### src/rtl/sprite_quad_setup_core_defines.svh
// ----------------------------------------------------------------------------
// Sprite quad setup assertion macros
// Shared concurrent assertion forms, clocked on aclk, off during reset.
// ----------------------------------------------------------------------------
`ifndef SPRITE_QUAD_SETUP_CORE_DEFINES_SVH
`define SPRITE_QUAD_SETUP_CORE_DEFINES_SVH

// condition holds at every edge out of reset
`define SQS_ASSERT_ALWAYS(lbl, expr, msg) \
    lbl: assert property (@(posedge aclk) disable iff (!aresetn) (expr)) else $error(msg);

// consequent holds at the next edge after the antecedent
`define SQS_ASSERT_NEXT(lbl, ante, cons, msg) \
    lbl: assert property (@(posedge aclk) disable iff (!aresetn) (ante) |=> (cons)) \
        else $error(msg);

`endif

### src/rtl/sqs_pkg.sv
// ----------------------------------------------------------------------------
// Sprite quad setup package
// Item types, register indexes, tile divider links and sine table maths.
// ----------------------------------------------------------------------------
`timescale 1ns / 1ps
`default_nettype none

package sqs_pkg;

    localparam int SINE_TABLE_BITS_DEF = 10;
    localparam longint HALF_PI_Q30 = 64'sd1686629713;

    localparam int CFG_IDX_W  = 8;
    localparam int CFG_DATA_W = 16;
    localparam int SW_W       = 13;
    localparam int TW_W       = 14;

    localparam logic [CFG_IDX_W-1:0] REG_SPRITE_WIDTH  = 8'd0;
    localparam logic [CFG_IDX_W-1:0] REG_SPRITE_HEIGHT = 8'd1;
    localparam logic [CFG_IDX_W-1:0] REG_TEXTURE_WIDTH = 8'd2;
    localparam logic [CFG_IDX_W-1:0] REG_ANIMATED      = 8'd3;

    localparam logic [1:0] CORNER_LAST = 2'd3;

    typedef struct packed {
        logic signed [23:0] pos_x;
        logic signed [23:0] pos_y;
        logic [15:0]        frame_number;
        logic signed [15:0] handle_x;
        logic signed [15:0] handle_y;
        logic [15:0]        angle;
        logic signed [15:0] scale_x;
        logic signed [15:0] scale_y;
        logic [7:0]         red;
        logic [7:0]         green;
        logic [7:0]         blue;
        logic [7:0]         opacity;
    } in_item_t;

    typedef struct packed {
        logic [1:0]         corner;
        logic               last_corner;
        logic signed [23:0] vertex_x;
        logic signed [23:0] vertex_y;
        logic [15:0]        tex_u;
        logic [15:0]        tex_v;
        logic [7:0]         out_red;
        logic [7:0]         out_green;
        logic [7:0]         out_blue;
        logic [7:0]         out_opacity;
    } out_item_t;

    typedef struct packed {
        logic            start;
        logic [TW_W-1:0] dividend;
        logic [SW_W-1:0] divisor;
    } tile_req_t;

    typedef struct packed {
        logic            busy;
        logic [TW_W-1:0] tiles;
    } tile_stat_t;

    // truncating quotient of non-negative values by shift and subtract
    function automatic longint trunc_div(input longint num, input longint den);
        longint q;
        longint r;
        int b;
        q = 0;
        r = 0;
        for (b = 62; b >= 0; b--) begin
            r = (r <<< 1) | ((num >>> b) & 64'sd1);
            if (r >= den) begin
                r = r - den;
                q = q | (64'sd1 <<< b);
            end
        end
        return q;
    endfunction

    // sin(p/q * pi/2), 14 fraction bits, q = 2^(bits-2)
    function automatic logic [14:0] quarter_sine(input longint p, input int bits);
        longint x;
        longint x2;
        longint term;
        longint sum;
        longint r;
        int n;
        x = (p * HALF_PI_Q30) >>> (bits - 2);
        x2 = (x * x) >>> 30;
        term = x;
        sum = x;
        for (n = 1; n <= 7; n++) begin
            term = trunc_div((term * x2) >>> 30, longint'((2 * n) * (2 * n + 1)));
            if (n % 2 == 1) begin
                sum = sum - term;
            end else begin
                sum = sum + term;
            end
        end
        if (sum < 0) begin
            sum = 0;
        end
        r = (sum + 32768) >>> 16;
        if (r > 16384) begin
            r = 16384;
        end
        return r[14:0];
    endfunction

endpackage

`default_nettype wire

### src/rtl/sqs_tile_div.sv
// ----------------------------------------------------------------------------
// Sprite quad setup tile divider
// Tiles per row from sheet and frame width, one quotient bit per cycle.
// ----------------------------------------------------------------------------
`timescale 1ns / 1ps
`default_nettype none
`include "sprite_quad_setup_core_defines.svh"

module sqs_tile_div
    import sqs_pkg::*;
(
    input  wire logic       aclk,
    input  wire logic       aresetn,
    input  wire tile_req_t  req,
    output tile_stat_t      stat
);

    logic            busy_reg;
    logic [3:0]      cnt_reg;
    logic [TW_W-1:0] num_reg;
    logic [SW_W-1:0] den_reg;
    logic [TW_W-1:0] rem_reg;
    logic [TW_W-1:0] quo_reg;
    logic [TW_W-1:0] tiles_reg;

    logic [TW_W:0]   trial;
    logic            ge;
    logic [TW_W-1:0] rem_next;
    logic [TW_W-1:0] quo_next;

    always_comb begin
        trial = {rem_reg, num_reg[TW_W-1]};
        ge = trial >= {2'b00, den_reg};
        rem_next = ge ? TW_W'(trial - {2'b00, den_reg}) : trial[TW_W-1:0];
        quo_next = {quo_reg[TW_W-2:0], ge};
    end

    always_ff @(posedge aclk) begin
        if (!aresetn) begin
            busy_reg  <= 1'b0;
            cnt_reg   <= 4'd0;
            tiles_reg <= TW_W'(1);
        end else if (req.start) begin
            busy_reg <= 1'b1;
            cnt_reg  <= 4'd0;
        end else if (busy_reg) begin
            cnt_reg <= cnt_reg + 4'd1;
            if (cnt_reg == 4'(TW_W - 1)) begin
                busy_reg  <= 1'b0;
                tiles_reg <= (quo_next == '0) ? TW_W'(1) : quo_next;
            end
        end
    end

    always_ff @(posedge aclk) begin
        if (req.start) begin
            num_reg <= req.dividend;
            den_reg <= (req.divisor == '0) ? SW_W'(1) : req.divisor;
            rem_reg <= '0;
            quo_reg <= '0;
        end else if (busy_reg) begin
            num_reg <= {num_reg[TW_W-2:0], 1'b0};
            rem_reg <= rem_next;
            quo_reg <= quo_next;
        end
    end

    assign stat.busy  = busy_reg;
    assign stat.tiles = tiles_reg;

    `SQS_ASSERT_ALWAYS(a_tiles_nonzero, tiles_reg != '0, "tiles per row is zero")
    `SQS_ASSERT_NEXT(a_start_busy, req.start, busy_reg, "divider did not start")

endmodule

`default_nettype wire

### config.mk
export PLATFORM = sky130hd
export DESIGN_NAME = sqs_tile_div
export DESIGN_NICKNAME = d
export VERILOG_FILES = /design/src/rtl/sqs_pkg.sv /design/src/rtl/sqs_tile_div.sv
export VERILOG_INCLUDE_DIRS = /design/src /design/src/rtl
export SDC_FILE = /design/constraint.sdc
export NUM_CORES = 1
export LEC_CHECK = 0
export BUFFER_PORTS_ARGS = -buffer_cell sky130_fd_sc_hd__buf_2
export CAP_MARGIN = 20
export CORE_ASPECT_RATIO = 0.8
export CORE_MARGIN = 2
export CORE_UTILIZATION = 55
export DETAILED_ROUTE_END_ITERATION = 10
export GPL_ROUTABILITY_DRIVEN = 1
export HOLD_SLACK_MARGIN = 0.06
export PLACE_DENSITY = 0.85
export SLEW_MARGIN = 20
export SYNTH_ARGS = -nofsm -noshare
export SYNTH_HDL_FRONTEND = slang
export SYNTH_SLANG_ARGS = --single-unit
### constraint.sdc
create_clock -name aclk -period 3.4 [get_ports aclk]
set_input_delay 0.17 -clock aclk [delete_from_list [all_inputs] [get_ports aclk]]
set_output_delay 0.17 -clock aclk [all_outputs]
set_load 0.03 [all_outputs]
---- Yosys cells after proc, flatten, opt, wreduce, memory -nomap -nowiden ----
Index checks and enable logic that the tools add are counted.
operators by class
  add/subtract/negate cells ............... 2
  bitwise gates (word level) .............. 2
  reduce and logical (&&, ||, !) cells .... 5
  order comparisons ....................... 1
  multiplexer cells ....................... 7
  equality and inequality tests ........... 1
operator list
  operator               number
  $mux W14               4
  $ge A15 B13 Y1         1
  $logic_not A14 Y1      1
  $sub A14 B13 Y14       1
  $logic_not A13 Y1      1
  $add A4 B1 Y4 const B  1
  $eq A4 B4 Y1 const B   1
  $mux W1                3
  $reduce_and A3 Y1      1
  $not A1 Y1             2
  $reduce_bool A2 Y1     1
  $reduce_or A2 Y1       1
storage, ports and cells
  flip-flop bits (word level) ............. 73
  output and inout bits ................... 15
  word-level logic and storage cells ...... 25
  input bits .............................. 30

---- Longest topological paths before layout ----
  depth in word-level cells ............... 4
  depth in mapped cells ................... 10
  gate-level depth less buffers ........... 9

---- Least setup slack after synthesis ----
OpenSTA, ideal clock, no wires.
  kind .................................... register -> register
  start ................................... reg den_reg[8]
  end ..................................... reg rem_reg[6]
  arrival time ............................ 2.291 ns
  setup time .............................. 0.134 ns
  cell stages (with the launch flop) ...... 11
  setup slack ............................. 0.975 ns
  buffers on the path ..................... 2
  clock period less this slack ............ 2.425 ns
  cells stage by stage .................... edfxtp_1 -> inv_1 -> ha_1 -> buf_6 -> a21oi_4 -> o21ai_2 -> a221o_1 -> or4_1 -> buf_2 -> o32ai_1 -> a211oi_1
on the way
  longest elaborated chain between the ends .. 2
ends and longest elaborated chain
  what                    line                text
  start, declared         sqs_tile_div.sv:21  logic [SW_W-1:0] den_reg;
  start signal, assigned  sqs_tile_div.sv:58  den_reg <= (req.divisor == '0) ? SW_W'(1) : req.divisor;
  $ge A15 B13 Y1          sqs_tile_div.sv:33  ge = trial >= {2'b00, den_reg};
  $mux W14                sqs_tile_div.sv:34  rem_next = ge ? TW_W'(trial - {2'b00, den_reg}) : trial[TW_W-1:0];
  end signal, assigned    sqs_tile_div.sv:63  rem_reg <= rem_next;
  end, declared           sqs_tile_div.sv:22  logic [TW_W-1:0] rem_reg;
No other way between the ends.
A chain may end at the register's enable or synchronous reset.

---- Worst setup path after layout ----
  start ................................... reg den_reg[8]
  end ..................................... reg rem_reg[1]
Same word-level chain as after synthesis.

==> out/summary.log <==
qor: placed_design.portBuffers 44
qor: power.power.total 2.15 mW
qor: finish.final_net_count 473
qor: sta.report.final.slew_viol_count 0
qor: clock_network.post_cts_resize_count 0
qor: sta.min_period_over_period 0.812
qor: yosys.synth_enable_flop_cells 27
qor: clock_network.path_clk_slew 0.09 ns
qor: yosys.yosysWarningCount 0
qor: drt.drc 0
qor: drt.dr.pass1.iters 5
qor: yosys.seq_area_frac_synth 0.453
qor: grt.grt_pass1_vias 2783
qor: floorplan.design.core.area 0.00682 mm2
qor: yosys.synth_largest_area_cell dfxtp_1
qor: power.p_leak 1.79 nW
qor: drt.ant_nets 0
qor: setup_path.path_class reg2reg
qor: floorplan.die_area 0.00764 mm2
qor: clock_network.cts.path.max_buffers 2
qor: clock_network.clock_insertion_delay_worst_skew 0.35 ns
qor: clock_network.cts_tree done
qor: finish.area.sequential 0.00173 mm2
qor: grt.track_usage 0.211
qor: setup_path.timing.critical_path.to_type flip-flop
qor: clock_network.cts_setup_buffers 0
qor: drt.detail_route.wl_per_cell 14.8 um
qor: clock_network.clock-root-buffer clkbuf_8
qor: setup_path.arrival 3.02 ns
qor: setup_path.category_of_the_worst_setup_path_launch_point flip-flop
qor: finish.multi_input_area 0.00187 mm2
qor: grt.pin_count_of_the_biggest_net_entering_global_routing 63
qor: placed_design.routabilityCongestion 0.934
qor: grt.globalRouteOverflowTotal 0
qor: clock_network.htree_levels 3
qor: floorplan.boundaryPins 45
qor: grt.first_pass_grt_wire_length 13.0 mm
qor: floorplan.floorplan.initialDensity 0.561
qor: sta.max_slew.worst_pin.slew 0.802 ns
qor: min_path.timing.hold.worst.class in2reg
qor: power.irDropWorstVdd 0.319 mV
qor: sta.setup_viol 0
qor: setup_path.worst_r2r_path_depth 8
qor: finish.layoutNonFillerInstCount 519
qor: drt.count_of_routing_violations_after_the_opening_detailed_route_iteration 179
qor: setup_path.crit_required 3.65 ns
qor: floorplan.std_cell_rows 27
qor: flow_run.max-cap-violations 0
qor: finish.num_antenna_cells 0
qor: yosys.dominantRegCellSynth dfxtp_1
qor: finish.drive_gt1_frac 0.213
qor: yosys.synthesized_nets 438
qor: placed_design.detailed_place_hpwl 5.33 mm
qor: floorplan.die-width 97.3 um
qor: sta.clock-skew-final 0.0128 ns
qor: clock_network.number_of_buffers_created_by_cts 9
qor: finish.fillers 541
qor: finish.areaGrowthSynthToFinish 14.1%
qor: sta.timing.fmax 362 MHz
qor: yosys.syn_inst 392
qor: yosys.async_flop_share 0
qor: yosys.yosys.area.top_type_share 0.241
qor: yosys.postSynthRegisterBits 73
qor: setup_path.worst-path-max-fanout 15
qor: yosys.yosys.cell_types.count 65
qor: sta.layout_min_cycle_time 2.76 ns
qor: drt.via_count 3032
qor: drt.via_per_inst 5.84
qor: yosys.post_synth_instance_area 0.00383 mm2
qor: clock_network.hold_buffers 12
qor: sta.timing_hold_violations_final 0
qor: run_status.run_status finished clean
qor: yosys.biggest_area_contributors_in_the_synthesized_netlist dfxtp_1 24%, edfxtp_1 21%, ha_1 4.9%
qor: clock_network.clock_sinks 73
qor: yosys.synth_area_per_cell 9.76 um2
qor: sta.slew_headroom 0.462
qor: drt.detail_route.wirelength 7.69 mm
qor: sta.setup_total_negative_slack 0 ns
qor: floorplan.die_span_in_y 78.6 um
qor: min_path.timing.hold.worst_path_depth 2
qor: placed_design.dp.cells 491
qor: power.p_per_area 493 mW/mm2
qor: grt.antenna_found_initial 0
qor: sta.rsz0062_at_grt false
[stage by stage]
stage / hold WS (ns) / utilization / cell area (um2) / worst slack (ns)
2_1_floorplan: 0.282 / - / 3830 / 0.975
3_3_place_gp: 0.361 / 0.590 / 4030 / 0.775
3_5_place_dp: 0.364 / 0.590 / 4030 / 0.672
4_1_cts: 0.0837 / 0.640 / 4370 / 0.680
5_1_grt: 0.0961 / 0.640 / 4370 / 0.435
6_report: 0.0972 / 0.640 / 4370 / 0.638
[synth_stat cells (all sizes together), types with 8 or more instances]
cell	count
nor2	34
mux2i	16
nand3	8
mux2	13
clkbuf	22
inv	20
o21ai	18
nor2b	10
buf	12
a311oi	8
edfxtp	27
a21oi	13
nand2	32
ha	15
dfxtp	46
[cell type report]
type                       instances  share of cell area
clock buffer                      10              0.0341
timing repair buffer              58              0.0814
clock inverter                     6              0.0166
inverter                          20              0.0172
multi-input combinational        265               0.429
sequential                        73               0.397
tap                               87              0.0249
[cell families after synthesis]
family / Yosys count / synth area share
DFF: 73 / 0.453
AOI/OAI and AO/OA: 84 / 0.161
muxes: 29 / 0.0801
and+or+nand+nor: 129 / 0.178
buffers and inverters: 54 / 0.0579
xor gates and xnor gates: 7 / 0.0160
adders and majority gates: 16 / 0.0543
[path summary, 6_finish.rpt]
kind	end	start	slack (ns)
max	rem_reg[1]$_SDFFE_PP0P_	den_reg[8]$_SDFFCE_PN0P_	0.64
min	den_reg[0]$_SDFFCE_PN1P_	req[0]	0.1
max reg2reg	rem_reg[1]$_SDFFE_PP0P_	den_reg[8]$_SDFFCE_PN0P_	0.64
min reg2reg	tiles_reg[3]$_SDFFE_PN0P_	tiles_reg[3]$_SDFFE_PN0P_	0.45
[placed cells by master (no fill, tap or decap), drive strengths merged, types with 3 or more instances in the layout]
master and count:
a31oi 6, a21o 3, nand3 8, or2 4, a211o 5, mux2 13, nand2 32, clkbuf 10
or4 3, nor2b 10, nand4 4, clkinv 3, xor2 3, a211oi 5, ha 15, dlygate4sd3 12
inv 21, nand2b 4, and3 3, nor3b 4, a311oi 8, nor4 7, o31ai 4, a21oi 13
buf 46, xnor2 4, dfxtp 46, and2 3, mux2i 16, nor2 34, edfxtp 27, o21ai 18
nor3 7
[report_power, final]
group	total [mW]	switching [mW]	internal (mW)
Combinational	0.427	0.246	0.181
Sequential	0.994	0.0316	0.962
Clock	0.734	0.344	0.390
Total	2.15	0.622	1.53
[layer usage]
metal	vias up	global-route usage	part of all wire
li1	1489	-	-
met2	102	0.317	0.46
met4	0	0.0667	0.014
met5	-	0	0
met1	1427	0.297	0.46
met3	14	0.0579	0.066
[worst max-delay path, cell delays in order, from the launching register on]
cell and delay, ns:
edfxtp_1 0.33, inv_1 0.04, ha_1 0.42, a21oi_4 0.26, o21ai_2 0.10, a221o_1 0.40
nor4_4 0.62, nand2_1 0.17, o311ai_1 0.31
(Power assumes the default switching activity.)
